**config.mk**
```make
export PLATFORM = sky130hd
export DESIGN_NAME = two_machine_job_sequencer
export DESIGN_NICKNAME = d
export VERILOG_FILES = /design/src/rtl/tmjs_pkg.sv /design/src/rtl/tmjs_ctrl.sv /design/src/rtl/tmjs_datapath.sv /design/src/rtl/two_machine_job_sequencer.sv
export SDC_FILE = /design/constraint.sdc
export NUM_CORES = 1
export LEC_CHECK = 0
export BUFFER_PORTS_ARGS = -buffer_cell sky130_fd_sc_hd__buf_2
export CORE_AREA = 2 2 295 297
export CTS_BUF_LIST = sky130_fd_sc_hd__clkbuf_16
export DETAILED_ROUTE_END_ITERATION = 16
export DIE_AREA = 0 0 297 299
export PLACE_DENSITY = 0.51
export SKIP_CTS_REPAIR_TIMING = 1
export SYNTH_ARGS = -nofsm -noshare
export SYNTH_HDL_FRONTEND = slang
export SYNTH_SLANG_ARGS = --single-unit
```
**constraint.sdc**
```tcl
create_clock -name clk -period 3.12 [get_ports clk]
set_input_delay 0.312 -clock clk [delete_from_list [all_inputs] [get_ports clk]]
set_output_delay 0.312 -clock clk [all_outputs]
set_load 0.05 [all_outputs]
```
**src/rtl/tmjs_pkg.sv**
```systemverilog
package tmjs_pkg;

  localparam int MAX_JOBS  = 32;
  localparam int TIME_BITS = 13;
  localparam int IDX_W     = $clog2(MAX_JOBS);
  localparam int CNT_W     = $clog2(MAX_JOBS + 1);
  localparam int TIME_W    = 13;
  localparam int JOB_NUM_W = 5;
  localparam int POS_W     = 5;

  typedef struct packed {
    logic [TIME_W-1:0] time_machine1;
    logic [TIME_W-1:0] time_machine2;
    logic              last_job;
  } in_item_t;

  typedef struct packed {
    logic [JOB_NUM_W-1:0] job_number;
    logic [POS_W-1:0]     position;
    logic                 last_in_order;
  } out_item_t;

  typedef struct packed {
    logic                 on_second;
    logic [TIME_BITS-1:0] min_time;
  } key_t;

  typedef struct packed {
    logic load;
    logic seq_start;
    logic scan;
    logic place;
    logic emit;
    logic finish;
  } cmd_t;

  typedef struct packed {
    logic scan_last;
    logic round_last;
    logic emit_last;
  } status_t;

endpackage

```
**src/rtl/tmjs_ctrl.sv**
```systemverilog
module tmjs_ctrl
  import tmjs_pkg::*;
(
  input  logic     clk,
  input  logic     rst_n,
  input  logic     start,
  input  logic     last_job,
  input  status_t  status,
  output cmd_t     cmd,
  output logic     busy
);

  typedef enum logic [2:0] {
    S_IDLE,
    S_INIT,
    S_SCAN,
    S_DRAIN,
    S_PLACE,
    S_EMIT,
    S_DONE
  } state_t;

  state_t state_r, state_nxt;
  logic   busy_r;

  always_comb begin
    state_nxt = state_r;
    cmd       = '0;
    unique case (state_r)
      S_IDLE: begin
        if (start) begin
          cmd.load = 1'b1;
          if (last_job) begin
            state_nxt = S_INIT;
          end
        end
      end
      S_INIT: begin
        cmd.seq_start = 1'b1;
        state_nxt     = S_SCAN;
      end
      S_SCAN: begin
        cmd.scan = 1'b1;
        if (status.scan_last) begin
          state_nxt = S_DRAIN;
        end
      end
      S_DRAIN: begin
        state_nxt = S_PLACE;
      end
      S_PLACE: begin
        cmd.place = 1'b1;
        state_nxt = status.round_last ? S_EMIT : S_SCAN;
      end
      S_EMIT: begin
        cmd.emit = 1'b1;
        if (status.emit_last) begin
          state_nxt = S_DONE;
        end
      end
      S_DONE: begin
        cmd.finish = 1'b1;
        state_nxt  = S_IDLE;
      end
      default: begin
        state_nxt = S_IDLE;
      end
    endcase
  end

  always_ff @(posedge clk) begin
    if (!rst_n) begin
      state_r <= S_IDLE;
      busy_r  <= 1'b0;
    end else begin
      state_r <= state_nxt;
      busy_r  <= (state_nxt != S_IDLE);
    end
  end

  assign busy = busy_r;

endmodule

```
**src/rtl/tmjs_datapath.sv**
```systemverilog
module tmjs_datapath
  import tmjs_pkg::*;
(
  input  logic      clk,
  input  logic      rst_n,
  input  cmd_t      cmd,
  input  in_item_t  in_item,
  output status_t   status,
  output logic      out_valid,
  output out_item_t out_item
);

  key_t                 key_mem [MAX_JOBS];
  logic [IDX_W-1:0]     order_mem [MAX_JOBS];

  logic [CNT_W-1:0]     job_count_r;
  logic [MAX_JOBS-1:0]  placed_r;
  logic [CNT_W-1:0]     scan_idx_r;
  logic [CNT_W-1:0]     round_r;
  logic [CNT_W-1:0]     front_r;
  logic [CNT_W-1:0]     back_r;
  logic [CNT_W-1:0]     emit_idx_r;

  logic                 rd_vld_r;
  logic [IDX_W-1:0]     rd_job_r;
  key_t                 rd_key_r;

  logic                 best_vld_r;
  key_t                 best_key_r;
  logic [IDX_W-1:0]     best_job_r;

  logic                 out_vld_r;
  logic [IDX_W-1:0]     out_job_r;
  logic [POS_W-1:0]     out_pos_r;
  logic                 out_last_r;

  logic [TIME_BITS-1:0] t1;
  logic [TIME_BITS-1:0] t2;
  key_t                 load_key;
  logic [CNT_W-1:0]     count_m1;
  logic [CNT_W-1:0]     back_nxt;
  logic                 take;
  logic                 has_room;

  assign t1                 = in_item.time_machine1[TIME_BITS-1:0];
  assign t2                 = in_item.time_machine2[TIME_BITS-1:0];
  assign load_key.on_second = (t2 < t1);
  assign load_key.min_time  = (t2 < t1) ? t2 : t1;
  assign has_room           = (job_count_r < CNT_W'(MAX_JOBS));
  assign count_m1           = job_count_r - CNT_W'(1);
  assign back_nxt           = back_r - CNT_W'(1);

  assign take = rd_vld_r && !placed_r[rd_job_r] &&
                (!best_vld_r || (rd_key_r.min_time < best_key_r.min_time));

  assign status.scan_last  = (scan_idx_r == count_m1);
  assign status.round_last = (round_r == count_m1);
  assign status.emit_last  = (emit_idx_r == count_m1);

  always_ff @(posedge clk) begin
    if (cmd.load && has_room) begin
      key_mem[job_count_r[IDX_W-1:0]] <= load_key;
    end
    if (cmd.scan) begin
      rd_key_r <= key_mem[scan_idx_r[IDX_W-1:0]];
    end
  end

  always_ff @(posedge clk) begin
    if (cmd.place) begin
      if (!best_key_r.on_second) begin
        order_mem[front_r[IDX_W-1:0]] <= best_job_r;
      end else begin
        order_mem[back_nxt[IDX_W-1:0]] <= best_job_r;
      end
    end
    if (cmd.emit) begin
      out_job_r <= order_mem[emit_idx_r[IDX_W-1:0]];
    end
  end

  always_ff @(posedge clk) begin
    if (cmd.scan) begin
      rd_job_r <= scan_idx_r[IDX_W-1:0];
    end
    if (take) begin
      best_key_r <= rd_key_r;
      best_job_r <= rd_job_r;
    end
    if (cmd.emit) begin
      out_pos_r  <= POS_W'(emit_idx_r);
      out_last_r <= status.emit_last;
    end
  end

  always_ff @(posedge clk) begin
    if (!rst_n) begin
      job_count_r <= '0;
      placed_r    <= '0;
      scan_idx_r  <= '0;
      round_r     <= '0;
      front_r     <= '0;
      back_r      <= '0;
      emit_idx_r  <= '0;
      rd_vld_r    <= 1'b0;
      best_vld_r  <= 1'b0;
      out_vld_r   <= 1'b0;
    end else begin
      rd_vld_r  <= cmd.scan;
      out_vld_r <= cmd.emit;
      if (take) begin
        best_vld_r <= 1'b1;
      end
      if (cmd.load && has_room) begin
        job_count_r <= job_count_r + CNT_W'(1);
      end
      if (cmd.seq_start) begin
        round_r    <= '0;
        front_r    <= '0;
        back_r     <= job_count_r;
        scan_idx_r <= '0;
        best_vld_r <= 1'b0;
      end
      if (cmd.scan) begin
        scan_idx_r <= scan_idx_r + CNT_W'(1);
      end
      if (cmd.place) begin
        placed_r[best_job_r] <= 1'b1;
        if (!best_key_r.on_second) begin
          front_r <= front_r + CNT_W'(1);
        end else begin
          back_r <= back_nxt;
        end
        round_r    <= round_r + CNT_W'(1);
        scan_idx_r <= '0;
        best_vld_r <= 1'b0;
      end
      if (cmd.emit) begin
        emit_idx_r <= emit_idx_r + CNT_W'(1);
      end
      if (cmd.finish) begin
        job_count_r <= '0;
        placed_r    <= '0;
        emit_idx_r  <= '0;
        scan_idx_r  <= '0;
        round_r     <= '0;
        front_r     <= '0;
        back_r      <= '0;
      end
    end
  end

  assign out_valid              = out_vld_r;
  assign out_item.job_number    = JOB_NUM_W'(out_job_r);
  assign out_item.position      = out_pos_r;
  assign out_item.last_in_order = out_last_r;

endmodule

```
**src/rtl/two_machine_job_sequencer.sv**
```systemverilog
// Channel   Handshake        Payload          Beat taken when
// input     start / busy     in_data          start high and busy low
// result    out_valid        out_data         out_valid high, one cycle each
//
// A job that is not marked last is taken and busy stays low.
// The last job starts sequencing: for N stored jobs each of the N rounds scans
// the key memory one job a cycle, then drains the last read and places one job;
// the single-port key scan bounds how long a set takes after its last beat.
// Results leave on consecutive cycles and cannot be stalled.
// Reset is synchronous and active low; it empties the set.
module two_machine_job_sequencer
  import tmjs_pkg::*;
(
  input  logic      clk,
  input  logic      rst_n,
  input  logic      start,
  output logic      busy,
  input  in_item_t  in_data,
  output logic      out_valid,
  output out_item_t out_data
);

  cmd_t    cmd;
  status_t status;

  tmjs_ctrl u_ctrl (
    .clk      (clk),
    .rst_n    (rst_n),
    .start    (start),
    .last_job (in_data.last_job),
    .status   (status),
    .cmd      (cmd),
    .busy     (busy)
  );

  tmjs_datapath u_datapath (
    .clk       (clk),
    .rst_n     (rst_n),
    .cmd       (cmd),
    .in_item   (in_data),
    .status    (status),
    .out_valid (out_valid),
    .out_item  (out_data)
  );

`ifndef SYNTHESIS
  a_out_only_busy: assert property (@(posedge clk) disable iff (!rst_n)
    out_valid |-> busy)
    else $error("result beat while the block is idle");

  a_no_out_after_load: assert property (@(posedge clk) disable iff (!rst_n)
    (start && !busy) |=> !out_valid)
    else $error("result beat directly after an accepted job");

  a_idle_after_last: assert property (@(posedge clk) disable iff (!rst_n)
    (out_valid && out_data.last_in_order) |=> !busy)
    else $error("block still busy after the final result");

  a_first_pos_zero: assert property (@(posedge clk) disable iff (!rst_n)
    $rose(out_valid) |-> (out_data.position == '0))
    else $error("order does not begin at position zero");
`endif

endmodule

```
# Yosys cells after proc, flatten, opt, wreduce, memory -nomap -nowiden
# Memories as Yosys holds them, arrays and structs flattened. A register that Yosys moved wholly into a read port is not among the register bits.
# Cells that the tools add are included.
[word_totals]
wordCells = 97
memories = 2
mem_bits_rw = 608
inputBits = 30
register_bits = 105
[mem_list]
columns = ["name", "depth", "word_bits", "rd", "rd_ports_with_merged_regs", "write_ports", "line", "text"]
rows = [
  ["u_datapath.key_mem", 32, 14, 1, 1, 1, "tmjs_datapath.sv:13", "key_t key_mem [MAX_JOBS];"],
  ["u_datapath.order_mem", 32, 5, 1, 1, 1, "tmjs_datapath.sv:14", "logic [IDX_W-1:0] order_mem [MAX_JOBS];"],
]
[op_classes]
n_mux = 38
order_cmp = 6
add_sub_neg = 7
n_eq_ne = 9
n_reduce_logical = 15
bitwise_logic = 2
[op_table]
columns = ["operator", "count"]
rows = [
  ["2-to-1 mux 6 bit", 9],
  ["OR 32 bit", 1],
  ["adder 6 x 1 -> 6 bit (second input constant)", 5],
  ["less-than comparator 13 bit", 2],
  ["== test 6 bit", 3],
  ["2-to-1 mux 1 bit", 18],
  ["one-hot mux 3 bit (6 select lines)", 1],
  ["2-to-1 mux 3 bit", 5],
  ["2-to-1 mux 13 bit", 1],
  ["less-than comparator 5 x 6 -> 1 bit (second input constant)", 2],
  ["subtractor 6 x 1 -> 6 bit (second input constant)", 2],
  ["2-to-1 mux 5 bit", 2],
  ["== test 3 bit (second input constant)", 3],
  ["== test 3 x 2 -> 1 bit (second input constant)", 2],
  ["less-than comparator 6 bit (second input constant)", 1],
  ["OR reduction 3 bit", 2],
  ["binary-select mux 1 bit (select 5 bit)", 1],
  ["demux 1 bit (select 5 bit)", 1],
  ["greater-or-equal comparator 5 x 1 -> 1 bit (second input constant)", 1],
  ["OR reduction 5 bit", 1],
  ["logical AND 1 bit", 4],
  ["nonzero test 2 bit", 2],
  ["== test 3 x 1 -> 1 bit (second input constant)", 1],
  ["zero test 3 bit", 1],
  ["5 further kinds", 6],
]

# Logic depth before layout (Yosys ltp)
[depth]
ltp_word = 6
ltp_mapped = 10
mapped_depth_nobuf = 8

# By module
# From an unflattened synthesis, not the netlist that was laid out.
[unflattened]
hier_cells = 1555
hier_area_um2 = 29333.1
[by_module_without_submodules]
columns = ["module", "cells_each", "seq_area_each_um2", "instances", "area_each_um2"]
rows = [
  ["tmjs_datapath", 1518, 21110.2, 1, 29032.8],
  ["tmjs_ctrl", 37, 80.1, 1, 300.3],
]

# Worst setup path after synthesis
# No wires, ideal clock.
[synth_timing]
kind = "register -> register"
start = "register u_datapath.rd_job_r[0]"
end = "register u_datapath.best_job_r[0] (enable)"
required_time_ns = 2.719
t_arrival_ns = 2.768
slack_ns = -0.049
setup_time_ns = 0.401
stages_incl_launch_ff = 7
synth_period_minus_slack_ns = 3.169
cell_sequence = "edfxtp_1 buf_2 mux4_2 mux4_2 mux2i_1 nand3_1 a21oi_1"
[synth_via]
elab_chain_cells = 5
[synth_lines]
columns = ["item", "line", "text"]
rows = [
  ["start, declared", "tmjs_datapath.sv:25", "logic [IDX_W-1:0] rd_job_r;"],
  ["start signal, assigned", "tmjs_datapath.sv:84", "rd_job_r <= scan_idx_r[IDX_W-1:0];"],
  ["binary-select mux 1 bit (select 5 bit)", "tmjs_datapath.sv:53", "assign take = rd_vld_r && !placed_r[rd_job_r] &&"],
  ["2-to-1 mux 1 bit (not written as such)", "tmjs_datapath.sv:53", ""],
  ["zero test 1 bit", "tmjs_datapath.sv:53", ""],
  ["logical AND 1 bit (2 in series)", "tmjs_datapath.sv:53", ""],
  ["named net u_datapath.take", "tmjs_datapath.sv:42", "logic take;"],
  ["end signal, assigned", "tmjs_datapath.sv:88", "best_job_r <= rd_job_r;"],
  ["end, declared", "tmjs_datapath.sv:30", "logic [IDX_W-1:0] best_job_r;"],
]
# The timed path passes the listed nets, and every way through them passes these cells. The select of a mux whose other input is x is not followed.
# A chain may end at the register's enable or synchronous reset.

# Final worst setup path
[layout_timing]
start = "register u_datapath.rd_job_r[0]"
end = "register u_datapath.best_key_r[7] in the netlist's numbering (enable)"
[layout_via]
elab_chain_cells = 5
[layout_lines]
columns = ["item", "line", "text"]
rows = [
  ["binary-select mux 1 bit (select 5 bit)", "tmjs_datapath.sv:53", ""],
  ["2-to-1 mux 1 bit (not written as such)", "tmjs_datapath.sv:53", ""],
  ["zero test 1 bit", "tmjs_datapath.sv:53", ""],
  ["logical AND 1 bit (2 in series)", "tmjs_datapath.sv:53", ""],
  ["named net u_datapath.take", "tmjs_datapath.sv:42", ""],
  ["end signal, assigned", "tmjs_datapath.sv:87", "best_key_r <= rd_key_r;"],
  ["end, declared", "tmjs_datapath.sv:29", "key_t best_key_r;"],
]
# The timed path passes the listed nets, and every way through them passes these cells. The select of a mux whose other input is x is not followed.

==> flow_metrics.py <==
metrics = {
    "power": {
        "combPwrFrac_pct": 5.3,
        "power_switching_w": 0.004668,
        "p_leak_nw": 10.98,
        "clock_power_share_pct": 42.3,
        "p_int_w": 0.01622,
        "p_seq_share_pct": 52.4,
        "switching_share_pct": 22.35,
        "peakVddDrop_mv": 0.3764,
        "powerDensity_nw_per_um2": 608.9,
    },
    "timing": {
        "min_period_ns": 2.804,
        "whs_ns": 0.1798,
        "finalWorstSetupSlack_ns": 0.3160,
        "slew_viol_final": 0,
        "fin_setup_tns_ns": 0,
        "hold_viol_final": 0,
        "tightestPinTransition_ns": 0.7659,
        "period_share_pct": 89.87,
        "setup_viol_count_final": 0,
        "rsz0062_at_grt": "false",
        "clock_skew_ns": 0.03914,
        "slew_headroom_pct": 48.87,
        "fmax_ghz": 0.3566,
    },
    "yosys": {
        "postSynthCellCount": 1597,
        "async_reset_ff_share_pct": 0,
        "ys_types": 57,
        "seq_area_frac_synth_pct": 71.41,
        "avgSynthCellArea_um2": 18.58,
        "ys_warn_count": 0,
        "ys_ff_latch": 730,
        "synth_area_um2": 29680,
        "synth_edf_count": 657,
        "synth_ff_type": "edfxtp_1",
        "synth_nets": 1660,
    },
    "global_routing": {
        "grt_pass1_vias": 15730,
        "grt_overflow": 0,
        "antenna_found_initial": 2,
        "grt_first_pass_wirelength_um": 103600,
        "grt_max_degree": 46,
        "track_usage_pct": 15.64,
    },
    "finish": {
        "syn_to_final_growth_pct": 15.60,
        "layout.cells.non_filler": 2950,
        "num-fill-cells": 7775,
        "utilization_pct": 39.92,
        "drive_above_1_share_pct": 26.76,
        "nNetsFinal": 1794,
    },
    "routing": {
        "route.detailed.drc": 0,
        "via_count": 15230,
        "routed_wl_um": 68810,
        "wl_per_cell_um": 23.33,
        "first_pass_iters": 5,
        "viasPerCell": 5.164,
        "drt_iter0_drc": 1066,
        "final_antenna_net_count": 0,
    },
    "floorplan": {
        "dieArea_um2": 88800,
        "die_y_um": 299,
        "ios": 43,
        "die_w_um": 297,
        "rows": 108,
        "coreArea_um2": 85940,
        "start_util_pct": 34.53,
    },
    "min_path": {
        "hp-class": "in2reg",
    },
    "setup_path": {
        "critPathMaxFanout": 11,
        "cp-start-kind": "flip-flop",
        "crit_type": "reg2reg",
        "crit_path_end_kind": "flip-flop",
        "worstPathRequired_ns": 3.43,
        "arrival_ns": 3.11,
    },
    "cts": {
        "cts_tree": "yes",
        "numClockSinks": 730,
        "htree_levels": 3,
        "clock_latency_ns": 0.63,
        "clock_path_buffers": 3,
        "cts-root-buf": "clkbuf_16",
        "cts_buffers": 77,
        "cts.clk_slew.worst_paths_ns": 0.06,
    },
    "job": {
        "maxCapViolCount": 0,
    },
    "placement": {
        "finalWeightedCongestion": 0.7557,
        "dp_cells": 2806,
        "dp_hpwl_um": 41770,
        "dp_slack_ns": 0.2649,
        "portBuffers": 42,
    },
    "status": {
        "status": "finished clean",
    },
}
## per-layer routing
layer,up-vias,GRT usage [%],part of all wire [%]
met5,-,0,0
li1,6748,-,-
met3,101,2.399,4.5
met1,8004,20.70,43
met2,380,26.75,50
met4,0,4.582,2.3
## cells by family (layout without fill, tap and decap cells)
logic type,count (synthesis),in the layout,synth area share [%]
AO/OA/AOI/OAI,140,140,2.968
flip-flops,730,730,71.41
buffers and inverters,119,316,1.779
XOR/XNOR,36,36,1.113
adder cells (fa/ha/maj),33,33,1.391
multiplexers,224,224,16.11
AND/OR/NAND/NOR,315,315,5.237
other,0,1,0
## worst max-delay path, cell delays in order, from the launching register on
cell,delay (ns)
edfxtp_1,0.68
mux4_2,0.57
mux4_2,0.49
mux2i_1,0.24
nand3_1,0.14
a21oi_2,0.14
buf_4,0.22
## area by class of cell
| cell class | instances | area [µm²] | area share, % |
|---|---|---|---|
| antenna | 1 | 2.502 | 0.007294 |
| clock buffer | 77 | 1927 | 5.617 |
| clock inverter | 65 | 523.0 | 1.525 |
| inverter | 31 | 116.4 | 0.3392 |
| multi-input combinational | 748 | 7968 | 23.23 |
| sequential | 730 | 21200 | 61.81 |
| tap | 1155 | 1445 | 4.213 |
| timing repair buffer | 143 | 1121 | 3.268 |
## cells in the final DEF, fill, tap and decap left out, types with 3 or more instances in the layout
| cell type | Yosys | final |
|---|---|---|
| nand3_1 | 37 | 37 |
| xor2_1 | 17 | 17 |
| clkbuf_16 | 0 | 77 |
| nand2_1 | 34 | 33 |
| buf_12 | 1 | 12 |
| a21o_1 | 14 | 14 |
| dfxtp_2 | 0 | 4 |
| and3_1 | 18 | 18 |
| inv_16 | 0 | 4 |
| a31oi_1 | 5 | 5 |
| bufinv_16 | 0 | 4 |
| buf_2 | 16 | 42 |
| a21oi_1 | 56 | 54 |
| buf_4 | 1 | 88 |
| clkinv_1 | 0 | 15 |
| mux2i_1 | 5 | 5 |
| nor2_1 | 140 | 140 |
| mux4_2 | 197 | 197 |
| a211oi_1 | 19 | 19 |
| and4_1 | 5 | 5 |
| nand2b_1 | 4 | 4 |
| and2_1 | 4 | 4 |
| mux4_1 | 3 | 3 |
| xnor2_1 | 18 | 18 |
| inv_1 | 31 | 52 |
| o21ai_0 | 16 | 16 |
| nand4_1 | 21 | 21 |
| o211ai_1 | 14 | 14 |
| nor3_1 | 7 | 7 |
| or3_1 | 3 | 3 |
| clkinv_4 | 0 | 6 |
| dfxtp_1 | 73 | 67 |
| clkinv_2 | 0 | 10 |
| ha_1 | 33 | 33 |
| nor3b_1 | 20 | 20 |
| nor2b_1 | 5 | 5 |
| edfxtp_1 | 657 | 657 |
| nand3b_1 | 5 | 5 |
| mux2_2 | 19 | 19 |
## state kept, by name, indices dropped and copies added (netlist names), 6 cells and up
| name | flops |
|---|---|
| u_datapath.best_key_r | 14 |
| u_datapath.emit_idx_r | 6 |
| u_datapath.job_count_r | 6 |
| u_datapath.key_mem | 448 |
| u_datapath.order_mem | 160 |
| u_datapath.placed_r | 32 |
| u_datapath.rd_key_r | 14 |
| u_datapath.round_r | 6 |
| u_datapath.scan_idx_r | 6 |
## cells in the mapped netlist, types with 7 or more instances
cell,instances,share of area (%)
edfxtp_1,657,66
mux4_2,197,15
nor2_1,140,1.8
dfxtp_1,73,4.9
a21oi_1,56,0.94
clkbuf_1,53,0.67
nand3_1,37,0.62
nand2_1,34,0.43
ha_1,33,1.4
inv_1,31,0.39
nand4_1,21,0.44
nor3b_1,20,0.51
a211oi_1,19,0.48
mux2_2,19,0.72
and3_1,18,0.38
xnor2_1,18,0.53
xor2_1,17,0.50
buf_2,16,0.27
o21ai_0,16,0.27
a21o_1,14,0.35
o211ai_1,14,0.35
buf_1,12,0.15
nor3_1,7,0.12
## power by group through the flow
stage                     clock [W]  sequential (W)  combinational (W)
after detailed placement          0          0.0112            0.00113
final                       0.00883          0.0110            0.00111
after floorplan                   0          0.0112           0.000689
after global placement            0          0.0112            0.00109
after global routing        0.00947          0.0110            0.00122
after CTS                   0.00908          0.0110            0.00113
## through the flow
stage          cell area (µm²)  total power, W
2_1_floorplan            29680         0.01185
3_3_place_gp             31840         0.01225
3_5_place_dp             31840         0.01229
4_1_cts                  34290         0.02117
5_1_grt                  34300         0.02165
6_report                 34310         0.02089
## final timing paths
path,start,to,slack (ns),cells past startpoint
worst min-delay path,in_data[0],u_ctrl.state_r[0],0.18,5
worst max register to register,u_datapath.rd_job_r[0],u_datapath.best_key_r[7],0.32,6
worst min register to register,u_datapath.rd_key_r[13],u_datapath.best_key_r[13],0.42,0
worst max-delay path,u_datapath.rd_job_r[0],u_datapath.best_key_r[7],0.32,6
Power figures use the tool's default switching activity.
